### src/sv/sha256_pkg.sv
// SHA-256 hasher package: types, constants and round functions.
package sha256_pkg;

   localparam logic [31:0] H_INIT [8] = '{
      32'h6a09e667, 32'hbb67ae85, 32'h3c6ef372, 32'ha54ff53a,
      32'h510e527f, 32'h9b05688c, 32'h1f83d9ab, 32'h5be0cd19
   };

   localparam logic [31:0] K_ROUND [64] = '{
      32'h428a2f98, 32'h71374491, 32'hb5c0fbcf, 32'he9b5dba5,
      32'h3956c25b, 32'h59f111f1, 32'h923f82a4, 32'hab1c5ed5,
      32'hd807aa98, 32'h12835b01, 32'h243185be, 32'h550c7dc3,
      32'h72be5d74, 32'h80deb1fe, 32'h9bdc06a7, 32'hc19bf174,
      32'he49b69c1, 32'hefbe4786, 32'h0fc19dc6, 32'h240ca1cc,
      32'h2de92c6f, 32'h4a7484aa, 32'h5cb0a9dc, 32'h76f988da,
      32'h983e5152, 32'ha831c66d, 32'hb00327c8, 32'hbf597fc7,
      32'hc6e00bf3, 32'hd5a79147, 32'h06ca6351, 32'h14292967,
      32'h27b70a85, 32'h2e1b2138, 32'h4d2c6dfc, 32'h53380d13,
      32'h650a7354, 32'h766a0abb, 32'h81c2c92e, 32'h92722c85,
      32'ha2bfe8a1, 32'ha81a664b, 32'hc24b8b70, 32'hc76c51a3,
      32'hd192e819, 32'hd6990624, 32'hf40e3585, 32'h106aa070,
      32'h19a4c116, 32'h1e376c08, 32'h2748774c, 32'h34b0bcb5,
      32'h391c0cb3, 32'h4ed8aa4a, 32'h5b9cca4f, 32'h682e6ff3,
      32'h748f82ee, 32'h78a5636f, 32'h84c87814, 32'h8cc70208,
      32'h90befffa, 32'ha4506ceb, 32'hbef9a3f7, 32'hc67178f2
   };

   localparam logic [31:0] PAD_MARK = 32'h80000000;

   typedef struct packed {
      logic [31:0] message_word;
      logic [2:0]  valid_bytes;
      logic        last_word;
   } req_type;

   typedef struct packed {
      logic [31:0] digest_word;
      logic [2:0]  word_index;
      logic        digest_last;
   } rsp_type;

   // word source for the block buffer
   typedef enum logic [2:0] {
      SRC_DATA = 3'b000,
      SRC_ZERO = 3'b001,
      SRC_LEN_HI = 3'b010,
      SRC_LEN_LO = 3'b011,
      SRC_MARK = 3'b100
   } src_type;

   typedef struct packed {
      logic    put;        // write a word into the block buffer
      src_type src;
      logic    take_input; // latch the request word, update length
      logic    round_start;
      logic    round_step;
      logic    fold;       // add working vars into chain value
      logic    chain_init;
      logic    out_load;   // load digest word at out index
      logic    out_next;
   } cmd_type;

   typedef struct packed {
      logic [3:0] fill;
      logic       round_done;
      logic       short_word; // last word with under four bytes
      logic [2:0] out_index;
   } sts_type;

   function automatic logic [31:0] rotr(input logic [31:0] x, input int n);
      rotr = (x >> n) | (x << (32 - n));
   endfunction

   function automatic logic [31:0] sig0(input logic [31:0] x);
      sig0 = rotr(x, 7) ^ rotr(x, 18) ^ (x >> 3);
   endfunction

   function automatic logic [31:0] sig1(input logic [31:0] x);
      sig1 = rotr(x, 17) ^ rotr(x, 19) ^ (x >> 10);
   endfunction

endpackage

### src/sv/sha256_if.sv
// Valid/ready channel interface.
interface sha256_if #(parameter type payload_type = logic) ();
   logic        valid;
   logic        ready;
   payload_type data;
   modport source (output valid, output data, input ready);
   modport sink (input valid, input data, output ready);
endinterface

### src/sv/sha256_datapath.sv
// SHA-256 datapath: block buffer, schedule, round unit, chain value, output register.
module sha256_datapath import sha256_pkg::*; (
   input  logic        clock,
   input  logic        reset,
   input  cmd_type     cmd,
   input  req_type     req_data,
   output sts_type     sts,
   output rsp_type     rsp_data
);
   logic [31:0] w_ff [16];
   logic [31:0] w_in;
   logic [3:0]  fill_ff;
   logic [63:0] bits_ff;
   logic [31:0] word_ff;
   logic [2:0]  nb_ff;
   logic [31:0] h_ff [8];
   logic [31:0] v_ff [8];
   logic [5:0]  rnd_ff;
   logic        rdone_ff;
   logic [2:0]  oidx_ff;
   rsp_type     rsp_ff;
   logic [2:0]  nb;
   logic [31:0] keep, masked, wt, wnew, t1, t2, e, a;

   assign nb = (req_data.valid_bytes > 3'd4) ? 3'd4 : req_data.valid_bytes;

   always_comb begin
      keep = 32'hffffffff << (6'd32 - {nb_ff, 3'b000});
      if (nb_ff == 3'd0) keep = '0;
      masked = (word_ff & keep) | (32'h00000080 << (5'd24 - {nb_ff[1:0], 3'b000}));
      if (nb_ff == 3'd4) masked = word_ff;
      unique case (cmd.src)
         SRC_DATA:   w_in = masked;
         SRC_ZERO:   w_in = '0;
         SRC_LEN_HI: w_in = bits_ff[63:32];
         SRC_LEN_LO: w_in = bits_ff[31:0];
         SRC_MARK:   w_in = PAD_MARK;
         default:    w_in = '0;
      endcase
   end

   assign wt = w_ff[0];
   assign wnew = sig1(w_ff[14]) + w_ff[9] + sig0(w_ff[1]) + w_ff[0];
   assign e = v_ff[4];
   assign a = v_ff[0];
   assign t1 = v_ff[7] + (rotr(e, 6) ^ rotr(e, 11) ^ rotr(e, 25))
             + ((e & v_ff[5]) ^ (~e & v_ff[6])) + K_ROUND[rnd_ff] + wt;
   assign t2 = (rotr(a, 2) ^ rotr(a, 13) ^ rotr(a, 22))
             + ((a & v_ff[1]) ^ (a & v_ff[2]) ^ (v_ff[1] & v_ff[2]));

   always_ff @(posedge clock) begin
      if (cmd.take_input) begin
         word_ff <= req_data.message_word;
         nb_ff   <= req_data.last_word ? nb : 3'd4;
      end
      if (cmd.put) w_ff[fill_ff] <= w_in;
      if (cmd.round_step) begin
         // schedule window slides one word per round
         for (int i = 0; i < 15; i++) w_ff[i] <= w_ff[i + 1];
         w_ff[15] <= wnew;
         v_ff[7] <= v_ff[6];
         v_ff[6] <= v_ff[5];
         v_ff[5] <= v_ff[4];
         v_ff[4] <= v_ff[3] + t1;
         v_ff[3] <= v_ff[2];
         v_ff[2] <= v_ff[1];
         v_ff[1] <= v_ff[0];
         v_ff[0] <= t1 + t2;
      end else if (cmd.round_start) begin
         for (int i = 0; i < 8; i++) v_ff[i] <= h_ff[i];
      end
      if (cmd.out_load) begin
         rsp_ff.digest_word <= h_ff[oidx_ff];
         rsp_ff.word_index  <= oidx_ff;
         rsp_ff.digest_last <= (oidx_ff == 3'd7);
      end
   end

   always_ff @(posedge clock) begin
      if (reset) begin
         fill_ff  <= '0;
         bits_ff  <= '0;
         rnd_ff   <= '0;
         rdone_ff <= 1'b0;
         oidx_ff  <= '0;
         for (int i = 0; i < 8; i++) h_ff[i] <= H_INIT[i];
      end else begin
         if (cmd.take_input)
            bits_ff <= bits_ff + {58'd0, (req_data.last_word ? nb : 3'd4), 3'b000};
         if (cmd.put) fill_ff <= fill_ff + 4'd1;
         if (cmd.round_start) begin
            rnd_ff <= '0;
            rdone_ff <= 1'b0;
         end else if (cmd.round_step) begin
            rnd_ff <= rnd_ff + 6'd1;
            rdone_ff <= (rnd_ff == 6'd63);
         end
         if (cmd.fold)
            for (int i = 0; i < 8; i++) h_ff[i] <= h_ff[i] + v_ff[i];
         if (cmd.chain_init) begin
            for (int i = 0; i < 8; i++) h_ff[i] <= H_INIT[i];
            bits_ff <= '0;
            fill_ff <= '0;
         end
         if (cmd.out_next) oidx_ff <= oidx_ff + 3'd1;
      end
   end

   assign sts.fill = fill_ff;
   assign sts.round_done = rdone_ff;
   assign sts.short_word = (nb_ff != 3'd4);
   assign sts.out_index = oidx_ff;
   assign rsp_data = rsp_ff;

   property p_fold_after_rounds;
      @(posedge clock) disable iff (reset) cmd.fold |-> rdone_ff;
   endproperty
   a_fold_after_rounds: assert property (p_fold_after_rounds)
      else $error("fold before 64 rounds");

   a_no_put_in_rounds: assert property (@(posedge clock) disable iff (reset)
      cmd.round_step |-> !cmd.put) else $error("buffer write during rounds");

   a_round_count: assert property (@(posedge clock) disable iff (reset)
      cmd.round_step && rnd_ff == 6'd63 |=> rdone_ff) else $error("round count slip");
endmodule

### src/sv/sha256_control.sv
// SHA-256 controller state machine.
module sha256_control import sha256_pkg::*; (
   input  logic    clock,
   input  logic    reset,
   input  logic    req_valid,
   input  req_type req_data,
   output logic    req_ready,
   output logic    rsp_valid,
   input  logic    rsp_ready,
   input  sts_type sts,
   output cmd_type cmd
);
   typedef enum logic [7:0] {
      S_IDLE  = 8'b00000001,
      S_PUT   = 8'b00000010,
      S_MARK  = 8'b00000100,
      S_PAD   = 8'b00001000,
      S_LEN   = 8'b00010000,
      S_ROUND = 8'b00100000,
      S_FOLD  = 8'b01000000,
      S_OUT   = 8'b10000000
   } state_type;

   state_type state_ff, state_in;
   logic last_ff, last_in;
   logic lenlo_ff, lenlo_in;
   logic fin_ff, fin_in;   // compressing a block that ends the message
   logic ov_ff, ov_in;     // output register holds a word
   // marker placed already for this message
   logic mark_done_ff, mark_done_in;
   logic full;

   assign full = (sts.fill == 4'd15);

   always_comb begin
      cmd = '0;
      cmd.src = SRC_DATA;
      state_in = state_ff;
      last_in = last_ff;
      lenlo_in = lenlo_ff;
      fin_in = fin_ff;
      ov_in = ov_ff;
      req_ready = 1'b0;
      if (ov_ff && rsp_ready) ov_in = 1'b0;
      unique case (state_ff)
         S_IDLE: begin
            req_ready = 1'b1;
            if (req_valid) begin
               cmd.take_input = 1'b1;
               last_in = req_data.last_word;
               state_in = S_PUT;
            end
         end
         S_PUT: begin
            cmd.put = 1'b1;
            cmd.src = SRC_DATA;
            if (full) begin
               cmd.round_start = 1'b1;
               state_in = S_ROUND;
            end else if (last_ff) state_in = sts.short_word ? S_PAD : S_MARK;
            else state_in = S_IDLE;
         end
         S_MARK: begin
            cmd.put = 1'b1;
            cmd.src = SRC_MARK;
            if (full) begin
               cmd.round_start = 1'b1;
               state_in = S_ROUND;
            end else state_in = S_PAD;
         end
         S_PAD: begin
            // pad to word 14, or through the end when no room for length
            if (sts.fill == 4'd14) state_in = S_LEN;
            else begin
               cmd.put = 1'b1;
               cmd.src = SRC_ZERO;
               if (full) begin
                  cmd.round_start = 1'b1;
                  state_in = S_ROUND;
               end
            end
         end
         S_LEN: begin
            cmd.put = 1'b1;
            cmd.src = lenlo_ff ? SRC_LEN_LO : SRC_LEN_HI;
            lenlo_in = !lenlo_ff;
            if (lenlo_ff) begin
               fin_in = 1'b1;
               cmd.round_start = 1'b1;
               state_in = S_ROUND;
            end
         end
         S_ROUND: begin
            if (sts.round_done) state_in = S_FOLD;
            else cmd.round_step = 1'b1;
         end
         S_FOLD: begin
            cmd.fold = 1'b1;
            if (fin_ff) state_in = S_OUT;
            else if (!last_ff) state_in = S_IDLE;
            else if (lenlo_ff || sts.fill != 4'd0) state_in = S_PAD;
            else state_in = S_PAD;
            // a full last word that completed the block still needs the marker
            if (!fin_ff && last_ff && !sts.short_word && !mark_done_ff) state_in = S_MARK;
         end
         S_OUT: begin
            if (!ov_ff || rsp_ready) begin
               cmd.out_load = 1'b1;
               cmd.out_next = 1'b1;
               ov_in = 1'b1;
               if (sts.out_index == 3'd7) begin
                  cmd.chain_init = 1'b1;
                  fin_in = 1'b0;
                  last_in = 1'b0;
                  state_in = S_IDLE;
               end
            end
         end
         default: state_in = S_IDLE;
      endcase
   end

   always_comb begin
      mark_done_in = mark_done_ff;
      if (state_ff == S_PUT && last_ff && sts.short_word) mark_done_in = 1'b1;
      if (state_ff == S_MARK) mark_done_in = 1'b1;
      if (cmd.chain_init) mark_done_in = 1'b0;
   end

   always_ff @(posedge clock) begin
      if (reset) begin
         state_ff <= S_IDLE;
         last_ff <= 1'b0;
         lenlo_ff <= 1'b0;
         fin_ff <= 1'b0;
         ov_ff <= 1'b0;
         mark_done_ff <= 1'b0;
      end else begin
         state_ff <= state_in;
         last_ff <= last_in;
         lenlo_ff <= lenlo_in;
         fin_ff <= fin_in;
         ov_ff <= ov_in;
         mark_done_ff <= mark_done_in;
      end
   end

   assign rsp_valid = ov_ff;

   a_ready_idle: assert property (@(posedge clock) disable iff (reset)
      req_ready |-> state_ff == S_IDLE) else $error("ready outside idle");
   a_out_hold: assert property (@(posedge clock) disable iff (reset)
      cmd.out_load |-> (!ov_ff || rsp_ready)) else $error("output overwritten");
   a_len_order: assert property (@(posedge clock) disable iff (reset)
      state_ff == S_LEN && !lenlo_ff |=> state_ff == S_LEN) else $error("length split");
endmodule

### src/sv/sha256_message_hasher.sv
// SHA-256 message hasher top level.
// Takes one message word per transaction and hashes it with one compression round per
// clock. Each word is written into the 16-word block buffer before the next is taken;
// the word that completes a block starts the rounds and fold in the shared round unit,
// and no new word is taken until they finish. The last word adds padding writes and one
// or two compressions, then the eight digest words leave in order, one per cycle when
// the sink is ready, and the chain value returns to the initial hash for the next message.
module sha256_message_hasher import sha256_pkg::*; (
   input  logic   clock,
   input  logic   reset,
   sha256_if.sink   req,
   sha256_if.source rsp
);
   cmd_type cmd;
   sts_type sts;

   sha256_control u_control (
      .clock(clock), .reset(reset),
      .req_valid(req.valid), .req_data(req.data), .req_ready(req.ready),
      .rsp_valid(rsp.valid), .rsp_ready(rsp.ready),
      .sts(sts), .cmd(cmd)
   );

   sha256_datapath u_datapath (
      .clock(clock), .reset(reset),
      .cmd(cmd), .req_data(req.data), .sts(sts), .rsp_data(rsp.data)
   );
endmodule
### src/flat_wrapper.sv
// flat-port wrapper written by rule: the top's interface ports become plain ports
module sha256_message_hasher_flat import sha256_pkg::*;
  (clock, reset, req_valid, req_data, req_ready, rsp_valid, rsp_data, rsp_ready);
  sha256_if req_i ();
  sha256_if rsp_i ();
  input  logic clock;
  input  logic reset;
  input wire logic [$bits(req_i.valid)-1:0] req_valid;
  input wire logic [$bits(req_i.data)-1:0] req_data;
  output wire logic [$bits(req_i.ready)-1:0] req_ready;
  output wire logic [$bits(rsp_i.valid)-1:0] rsp_valid;
  output wire logic [$bits(rsp_i.data)-1:0] rsp_data;
  input wire logic [$bits(rsp_i.ready)-1:0] rsp_ready;
  assign req_i.valid = req_valid;
  assign req_i.data = req_data;
  assign req_ready = req_i.ready;
  assign rsp_valid = rsp_i.valid;
  assign rsp_data = rsp_i.data;
  assign rsp_i.ready = rsp_ready;
  sha256_message_hasher u_core (.clock(clock), .reset(reset), .req(req_i), .rsp(rsp_i));
endmodule
### config.mk
export PLATFORM = sky130hd
export DESIGN_NAME = sha256_message_hasher_flat
export DESIGN_NICKNAME = d
export VERILOG_FILES = /design/src/sv/sha256_pkg.sv /design/src/sv/sha256_if.sv /design/src/sv/sha256_datapath.sv /design/src/sv/sha256_control.sv /design/src/sv/sha256_message_hasher.sv /design/src/flat_wrapper.sv
export SDC_FILE = /design/constraint.sdc
export NUM_CORES = 1
export LEC_CHECK = 0
export BUFFER_PORTS_ARGS = -buffer_cell sky130_fd_sc_hd__buf_2
export CAP_MARGIN = 20
export CORE_MARGIN = 8
export CORE_UTILIZATION = 59
export DETAILED_ROUTE_END_ITERATION = 10
export PLACE_DENSITY = 0.77
export REMOVE_ABC_BUFFERS = 1
export SLEW_MARGIN = 0
export SYNTH_ARGS = -nofsm -noshare
export SYNTH_HDL_FRONTEND = slang
export SYNTH_SLANG_ARGS = --single-unit
### constraint.sdc
create_clock -name clock -period 2.2 [get_ports clock]
set_input_delay 0.22 -clock clock [delete_from_list [all_inputs] [get_ports clock]]
set_output_delay 0.22 -clock clock [all_outputs]
set_load 0.02 [all_outputs]
==> results of run 1 <==
## power breakdown
group          total (mW)  switching [mW]  internal, mW
sequential          0.571          0.0252         0.546
clock               0.334           0.177         0.157
combinational       0.156          0.0861        0.0703
## per-layer routing
layer	part of all wire	up-vias
met5	0	-
met4	0.014	0
met3	0.076	5
met2	0.47	39
met1	0.44	579
li1	-	624
## cell usage in the layout (no fill, tap or decap), drive strengths merged, types with 4 or more instances in the layout
| cell type | count |
|---|---|
| nand3 | 9 |
| xnor2 | 7 |
| nor3 | 6 |
| clkbuf | 8 |
| ha | 5 |
| o21ai | 4 |
| nand2 | 8 |
| nor2b | 6 |
| nor2 | 23 |
| inv | 7 |
| nor4 | 4 |
| nand4 | 5 |
| buf | 7 |
| a21oi | 4 |
| xor2 | 5 |
| dfxtp | 27 |
## state kept, by name, summed over array words and instances, names as in the netlist
register / count
u_core.u_control.mark_done_ff: 1
u_core.u_control.last_ff: 1
u_core.u_datapath.fill_ff: 4
u_core.u_datapath.rsp_data: 1
u_core.u_control.rsp_valid: 1
u_core.u_control.state_ff: 8
u_core.u_datapath.rdone_ff: 1
u_core.u_datapath.rnd_ff: 6
u_core.u_datapath.nb_ff: 1
u_core.u_datapath.oidx_ff: 3
u_core.u_control.fin_ff: 1
u_core.u_control.lenlo_ff: 1
## how the worst max path moves through the flow
stage | startpoint | to | slack, ns | cells past startpoint
6_report | u_core.u_control.state_ff[3]$_SDFFE_PP0P_ | req_ready | 0.09 | 3
4_1_cts | u_core.u_control.state_ff[3]$_SDFFE_PP0P_ | req_ready | 0.09 | 3
2_1_floorplan | u_core.u_control.state_ff[3]$_SDFFE_PP0P_ | u_core.u_datapath.nb_ff[2]$_DFFE_PP_ | 0.27 | 3
3_5_place_dp | u_core.u_control.state_ff[1]$_SDFFE_PP0P_ | u_core.u_datapath.fill_ff[1]$_SDFFE_PP0P_ | 0.25 | 5
5_1_grt | u_core.u_control.state_ff[3]$_SDFFE_PP0P_ | req_ready | 0.009 | 3
3_3_place_gp | u_core.u_control.state_ff[1]$_SDFFE_PP0P_ | u_core.u_datapath.fill_ff[1]$_SDFFE_PP0P_ | 0.28 | 5
## final cells by class
class | count | area, sq um | share of cell area
multi-input combinational | 126 | 848 | 0.528
sequential | 29 | 601 | 0.374
clock buffer | 8 | 58.8 | 0.0366
tap | 30 | 37.5 | 0.0234
timing repair buffer | 7 | 35.0 | 0.0218
inverter | 7 | 26.3 | 0.0164
## stage by stage
stage	cells	setup slack, ns	hold slack, ns	power, mW	cell area (sq um)
2_1_floorplan	162	0.273	0.289	0.694	1480
3_3_place_gp	199	0.277	0.453	0.729	1550
3_5_place_dp	199	0.251	0.469	0.737	1550
4_1_cts	207	0.0903	0.114	1.07	1610
5_1_grt	207	0.00928	0.0995	1.11	1610
6_report	207	0.0884	0.123	1.06	1610
## cells by family after synthesis
group / count (synthesis) / synth area share
AND/OR/NAND/NOR: 84 / 0.329
AO/OA/AOI/OAI: 22 / 0.0986
multiplexers: 3 / 0.0197
buffers and inverters: 14 / 0.0485
XOR/XNOR: 12 / 0.0690
adder cells (fa/ha/maj): 5 / 0.0411
flip-flops: 29 / 0.394
## worst max-delay path, stage by stage, from the launching register on
cell	delay [ns]
dfxtp_1	0.43
or4b_2	0.78
nor2_1	0.16
buf_2	0.19
==> qor.yml, run 1 <==
status: "complete, no violations"
drt_iter0_drc: 108
hold_buffers: 0
gp_congestion: 0.864
drt-vias-per-instance: 6.02
crit_required_ns: 1.98
clk_pin_slew_worst_paths_ns: 0.10
hpwl_mm: 2.28
cts_tree: "built"
ff2ff_setup_slack_ns: 0.17
hold_path.startpoint: "req_data"
worst-path-max-fanout: 12
drive_above_1_share: 0.147
slew_headroom: 0.686
cts_buffer_depth: 2
wl_per_cell_um: 14.9
arrival_ns: 1.89
grt.met1_usage: 0.168
start_util: 0.620
insertion_delay_ns: 0.34
synth.most_common_cell: "dfxtp_1"
synth.distinct_cells: 51
dr.pass1.iters: 4
endpoint_kind: "output pin"
r2r_start: "u_core.u_control.state_ff[1]$_SDFFE_PP0P_"
rows: 18
grt_max_degree: 15
grt_util_all_layers: 0.148
netlist.area_leader.share: 0.355
ys_warn_count: 0
synth.largest_area_cell: "dfxtp_1"
cts-root-buf: "clkbuf_4"
cellLeakagePower_nw: 0.605
synthCells: 169
grt_use_met2: 0.246
cts_sinks: 29
synth_ff_type: "dfxtp_1"
top_usage_layer: "met2"
grt_pass1_vias: 1160
portBuffers: 7
async_flop_share: 0
gr-total-overflow: 0
grt_use_met3: 0.0604
postCtsSetupBuffers: 0
die_h_um: 66.8
netlist_area_sq_mm: 0.00152
p_per_area_mw_per_mm2: 661
drt_drc_violations_left: 0
hold_path_end: "u_core.u_control.last_ff$_SDFFE_PP0P_"
drv_slew: 0
fin_crit_ns: 2.11
crit_type: "flip-flop to output pin"
reg2regPathDepth: 5
synth_edf_count: 2
ant_nets: 0
r2r_end: "u_core.u_datapath.fill_ff[1]$_SDFFE_PP0P_"
antenna_cells: 0
grt_pass1_wl_mm: 5.13
skew_ns: 0.0216
fmax_ghz: 0.474
htreeDepth: 2
fin_setup_tns_ns: 0
numCtsBuffers: 5
core_sq_mm: 0.00245
fillerInstances: 210
seq_area_frac_synth: 0.394
grt_setup_unrepaired: "false"
min_path_cells: 3
hp-class: "input pin to flip-flop"
layout.nets: 186
period_share: 0.960
wl_mm: 3.08
hold_viol: 0
area_growth_pct: 5.51
ios: 8
setup_violations: 0
ir_worst_vdd_mv: 0.488
die_x_um: 66.8
die_area_sq_mm: 0.00446
syn_area_per_cell_sq_um: 9.01
vias: 1247
worst_pin_slew_ns: 0.468
drv_cap: 0
yosys_register_bits: 29
synthTopCellsByArea: "dfxtp_1, nor2_1, ha_1"
antenna_found_initial: 0
ctsResizeCount: 0
worstSetupStartpointType: "flip-flop"
synthTopCellsByCount: "dfxtp_1, nor2_1, nand3_1"
final_core_util: 0.654
Power figures use the tool's default switching activity.
==> inputs of run 2 (changes only) <==
- ABC_AREA: unset -> 0
- CORE_UTILIZATION: 59 -> 53
- CTS_BUF_LIST: unset -> sky130_fd_sc_hd__clkbuf_4 sky130_fd_sc_hd__clkbuf_8 sky130_fd_sc_hd__clkbuf_16
- PLACE_DENSITY: 0.77 -> 0.73
- clock period: 2.2 -> 1.75 ns (I/O delays scaled with it)
==> run 2 against run 1 <==
- the flow now finishes with violations (setup timing)
- critical endpoint is now u_core.u_datapath.fill_ff[2]$_SDFFE_PP0P_
- non-clock buffer count grew 27
- worst setup slack lost 0.18 ns
- cell area grew 24%
- clock skew shrank 0.013 ns
- critical path depth grew 2
- count of clock-buffer cells in the layout shrank 1
- first-iteration DRC count grew 11%
- sequential share of layout area shrank 6.7 points
- wire length grew 34%
- final cell count grew 13%
- sequential power grew 23%
==> qor.yml, run 2 (same netlist as run 1, synthesis figures left out) <==
drt_drc_violations_left: 0  # unchanged
fin_crit_ns: 1.84
drive_above_1_share: 0.389  # +0.242
crit_path_cell_trace: "or3_4, or4_4, a31oi_4, xnor2_2, nor2_2"
wl_per_cell_um: 17.6  # +18%
numCtsBuffers: 5  # unchanged
cp_top_family: "simple AND/OR/NAND/NOR gates"
status: "finished, violations left"
layout.nets: 213  # +15%
worst_pin_slew_ns: 0.383  # -0.0853 ns
grt_max_degree: 15  # unchanged
placed_area_sq_mm: 0.00171  # +11%
antenna_found_initial: 0  # unchanged
rows: 19  # +1
dp.cells: 222  # +12%
vias: 1444  # +16%
cts-root-buf: "clkbuf_4"
power_frac_comb: 0.232  # +0.085
critPathBufInv: 0  # -1
ios: 8  # unchanged
crit_type: "flip-flop to flip-flop"
p_clk_frac: 0.293  # -0.022
drt-vias-per-instance: 6.17  # +2.4%
hp-class: "input pin to flip-flop"
dr.pass1.iters: 4  # unchanged
arrival_ns: 2.08  # +0.19 ns
skew_ns: 0.00868  # -0.0129 ns
die_h_um: 69.6  # +4.2%
largest_reg_flops: 8  # unchanged
layout_common_cells: "buf_4, dfxtp_1, nor2_1"
fmax_ghz: 0.542
insertion_delay_ns: 0.33  # about the same
violations: "setup timing"
seqPwrFrac: 0.475  # -0.063
drt_iter0_drc: 120  # +11%
met3_length_um: 263  # +12%
antenna_cells: 0  # unchanged
p_int_mw: 1.07  # +38%
ant_nets: 0  # unchanged
max_stage_delay_ns: 0.56  # -0.22 ns
grt_setup_unrepaired: "true"
hpwl_mm: 2.66  # +17%
drv_slew: 0  # unchanged
final_area_sq_mm: 0.00199  # +24%
portBuffers: 7  # unchanged
p_per_area_mw_per_mm2: 747  # +13%
grt_pass1_vias: 1478  # +27%
core_sq_mm: 0.00273  # +11%
wl_met2_mm: 2.04  # +40%
die_x_um: 69.6  # +4.2%
p_sw_uw: 417  # +45%
setup_violations: 16  # +16
worstSetupStartpointType: "flip-flop"
start_util: 0.557  # -0.0633
htreeDepth: 2  # unchanged
largest_register: "u_core.u_control.state_ff"
endpoint_kind: "flip-flop"
cts_buffer_depth: 2  # unchanged
clk_pin_slew_worst_paths_ns: 0.09  # about the same
switching_share: 0.281  # +0.00960
gp_congestion: 0.876  # +1.3%
fin_ws_ns: -0.0945  # -0.183 ns
slew_headroom: 0.743  # +0.0572
drv_cap: 0  # unchanged
grt_util_all_layers: 0.168  # +0.0195
area_growth_pct: 30.6
die_area_sq_mm: 0.00484  # +8.6%
crit_required_ns: 1.98  # about the same
worst-path-max-fanout: 4  # -8
ir_worst_vdd_mv: 0.582  # +19%
met1_length_mm: 1.67  # +24%
stdcell_count: 234  # +13%
wl_mm: 4.11  # +34%
cts_tree: "built"
pre_cts_ws_ns: -0.0829  # -0.334 ns
routed.top_layer: "met4"
slowest_stage: "or4_4"
cellLeakagePower_nw: 0.782  # +29%
gr-total-overflow: 0  # unchanged
grt_pass1_wl_mm: 6.61  # +29%
hold_viol: 0  # unchanged
period_share: 1.05
cts_sinks: 29  # unchanged
top_regs: "u_core.u_control.state_ff x8, u_core.u_datapath.rnd_ff x6, u_core.u_datapath.fill_ff x4"
run 2: cell types whose count changed in the layout (fill, tap and decap cells not counted), sizes merged:
cell | previous run | this run
buf | 7 | 34
clkbuf | 8 | 7
run 2: power by group through the flow:
stage / Sequential [mW] / Clock, mW / Combinational (mW)
floorplan: 0.722 / 0 / 0.150
global placement: 0.718 / 0 / 0.249
detailed placement: 0.719 / 0 / 0.258
CTS: 0.704 / 0.444 / 0.314
global route: 0.707 / 0.473 / 0.366
finish: 0.705 / 0.436 / 0.345
run 2: worst paths after layout:
kind | startpoint | endpoint | slack, ns | depth (start not counted)
worst min-delay path | req_data | u_core.u_control.last_ff$_SDFFE_PP0P_ | 0.09 | 3
worst min register to register | u_core.u_control.mark_done_ff$_SDFFE_PP0P_ | u_core.u_control.mark_done_ff$_SDFFE_PP0P_ | 0.49 | 2
worst max register to register | u_core.u_control.state_ff[7]$_SDFFE_PP0P_ | u_core.u_datapath.fill_ff[2]$_SDFFE_PP0P_ | -0.09 | 5
worst max-delay path | u_core.u_control.state_ff[7]$_SDFFE_PP0P_ | u_core.u_datapath.fill_ff[2]$_SDFFE_PP0P_ | -0.09 | 5
run 2: layout make-up:
| type | instances | area (sq um) |
|---|---|---|
| inverter | 7 | 26.3 |
| clock buffer | 7 | 58.8 |
| timing repair buffer | 34 | 263 |
| multi-input combinational | 126 | 992 |
| tap | 31 | 38.8 |
| fill | 191 | 746 |
| sequential | 29 | 609 |
run 2: routing by layer:
| layer | track usage | vias up |
|---|---|---|
| li1 | - | 669 |
| met5 | 0 | - |
| met4 | 0.109 | 0 |
| met2 | 0.270 | 52 |
| met1 | 0.178 | 706 |
| met3 | 0.0644 | 17 |
run 2: metrics by stage:
| step | util | power [mW] | hold slack (ns) | TNS, ns |
|---|---|---|---|---|
| global placement | 0.627 | 0.966 | 0.423 | -0.399 |
| detailed placement | 0.627 | 0.977 | 0.433 | -0.802 |
| global route | 0.727 | 1.55 | 0.0774 | -1.71 |
| CTS | 0.704 | 1.46 | 0.0717 | -0.421 |
| floorplan | - | 0.872 | 0.244 | -0.341 |
| finish | 0.727 | 1.49 | 0.0860 | -0.704 |
run 2: worst register-to-register path: stages (launching register included):
cell	delay (ns)
dfxtp_2	0.35
or3_4	0.41
or4_4	0.56
a31oi_4	0.24
xnor2_2	0.14
nor2_2	0.04
run 2: repair_timing:
| item | CTS | global route |
|---|---|---|
| hold buffers | 0 | 0 |
| gates resized for setup | 28 | 14 |
| cloned | 0 | 0 |
| pin swaps | 23 | 10 |
| endpoints found under the setup margin | 19 | 25 |
| endpoints found under the hold margin | 0 | 0 |
| setup buffers | 5 | 0 |
==> inputs of run 3 (changes only) <==
- CORE_UTILIZATION: 53 -> 60
- PLACE_DENSITY: 0.73 -> 0.78
- clock period: 1.75 -> 2.3 ns (I/O delays scaled with it)
==> run 3 against run 2 <==
- the run now ends clean
- final cell count down 12%
- highest routed layer unchanged
- critical endpoint is now req_ready
- largest cell class unchanged
- total power down 27%
- via count down 14%
- sequential power down 23%
==> qor.yml, run 3 (same netlist as run 1, synthesis figures left out) <==
status: "complete, no violations"
layout.cells.most_common: "dfxtp_1"
htreeDepth: 2  # unchanged
gp_congestion: 0.850  # -2.9%
crit_path_cell_trace: "or4b_2, nor2_1, buf_2"
p_per_area_mw_per_mm2: 668  # -11%
fin_setup_tns_ns: 0  # +0.704 ns
antenna_cells: 0  # unchanged
largest_reg_flops: 8  # unchanged
pre_cts_ws_ns: 0.384  # +0.467 ns
hpwl_mm: 2.24  # -16%
ctsResizeCount: 0  # -100%
crit_required_ns: 2.07  # +0.09 ns
stdcell_count: 207  # -12%
hp-class: "input pin to flip-flop"
period_share: 0.908
insertion_delay_ns: 0.34  # about the same
wl_per_cell_um: 14.5  # -17%
gr-total-overflow: 0  # unchanged
dp.cells: 199  # -10%
endpoint_kind: "output pin"
grt_util_all_layers: 0.153  # -0.0145
setup_violations: 0  # -16
worst-path-max-fanout: 12  # +8
antenna_found_initial: 0  # unchanged
cellLeakagePower_nw: 0.615  # -21%
die_area_sq_mm: 0.00441  # -9.1%
largest_register: "u_core.u_control.state_ff"
fin_ws_ns: 0.212  # +0.306 ns
die_h_um: 66.4  # -4.6%
wl_mm: 3.00  # -27%
ios: 8  # unchanged
skew_ns: 0.0114  # +0.00270 ns
layout.nets: 186  # -13%
start_util: 0.626  # +0.0690
hold_buffers: 0  # unchanged
grt_setup_unrepaired: "false"
cts_sinks: 29  # unchanged
vias: 1235  # -14%
cts-root-buf: "clkbuf_4"
crit_type: "flip-flop to output pin"
slowest_stage: "or4b_2"
die_x_um: 66.4  # -4.6%
postCtsSetupBuffers: 0  # -5
final_core_util: 0.671  # -0.0564
cts_buffer_depth: 2  # unchanged
grt_max_degree: 15  # unchanged
worst_pin_slew_ns: 0.470  # +0.0874 ns
ant_nets: 0  # unchanged
drive_above_1_share: 0.158  # -0.231
area_growth_pct: 7.15
drv_cap: 0  # unchanged
drv_slew: 0  # unchanged
cts_tree: "built"
hold_viol: 0  # unchanged
layout_common_cells: "dfxtp_1, nor2_1, nand3_1"
worstSetupStartpointType: "flip-flop"
portBuffers: 7  # unchanged
grt_pass1_vias: 1133  # -23%
clk_pin_slew_worst_paths_ns: 0.10  # about the same
rows: 18  # -1
core_sq_mm: 0.00243  # -11%
top_regs: "u_core.u_control.state_ff x8, u_core.u_datapath.rnd_ff x6, u_core.u_datapath.fill_ff x4"
drt_drc_violations_left: 0  # unchanged
fin_crit_ns: 2.09
fmax_ghz: 0.479
ir_worst_vdd_mv: 0.553  # -5.1%
drt-vias-per-instance: 5.97  # -3.3%
slew_headroom: 0.684  # -0.0586
grt_pass1_wl_mm: 5.18  # -22%
dr.pass1.iters: 4  # unchanged
arrival_ns: 1.86  # -0.22 ns
max_stage_delay_ns: 0.76  # +0.20 ns
drt_iter0_drc: 75  # -38%
numCtsBuffers: 5  # unchanged
==> run 3: worst paths after layout <==
kind	start	end	slack [ns]	cells past startpoint
setup reg to reg	u_core.u_control.state_ff[2]$_SDFFE_PP0P_	u_core.u_datapath.fill_ff[0]$_SDFFE_PP0P_	0.35	5
setup / recovery	u_core.u_control.state_ff[3]$_SDFFE_PP0P_	req_ready	0.21	3
hold / removal	req_data	u_core.u_datapath.nb_ff[2]$_DFFE_PP_	0.13	2
hold reg to reg	u_core.u_control.mark_done_ff$_SDFFE_PP0P_	u_core.u_control.mark_done_ff$_SDFFE_PP0P_	0.51	2
==> run 3: worst max-delay path: cells and delay by family, from the launching register on <==
family | cells | cell delay (ns)
AND/OR/NAND/NOR | 2 | 0.91
buffers and inverters | 1 | 0.18
flip-flops | 1 | 0.43
==> run 3: cell type report <==
cell class / count / area, sq um
Clock buffer: 7 / 76.3
Clock inverter: 1 / 7.51
Fill cell: 208 / 801
Inverter: 7 / 26.3
Multi-Input combinational cell: 126 / 848
Sequential cell: 29 / 601
Tap cell: 30 / 37.5
Timing Repair Buffer: 7 / 35.0
==> run 3: layer usage <==
metal,part of all wire,global-route usage,vias up
li1,-,-,614
met5,0,0,-
met3,0.072,0.0559,6
met1,0.45,0.191,572
met4,0.018,0.0827,0
met2,0.46,0.223,43
==> run 3: metrics by stage <==
step | hold WS [ns] | power (mW) | area, sq um
floorplan | 0.299 | 0.663 | 1480
CTS | 0.124 | 1.10 | 1630
detailed placement | 0.479 | 0.699 | 1550
global route | 0.126 | 1.14 | 1630
global placement | 0.455 | 0.697 | 1550
finish | 0.131 | 1.09 | 1630
==> run 3: power by group <==
group | internal (mW) | switching, mW | total, mW | leakage (nW)
logic | 0.0671 | 0.0773 | 0.144 | 0.333
clock network | 0.215 | 0.187 | 0.401 | 0.0427
registers | 0.522 | 0.0225 | 0.545 | 0.239
total | 0.804 | 0.287 | 1.09 | 0.615
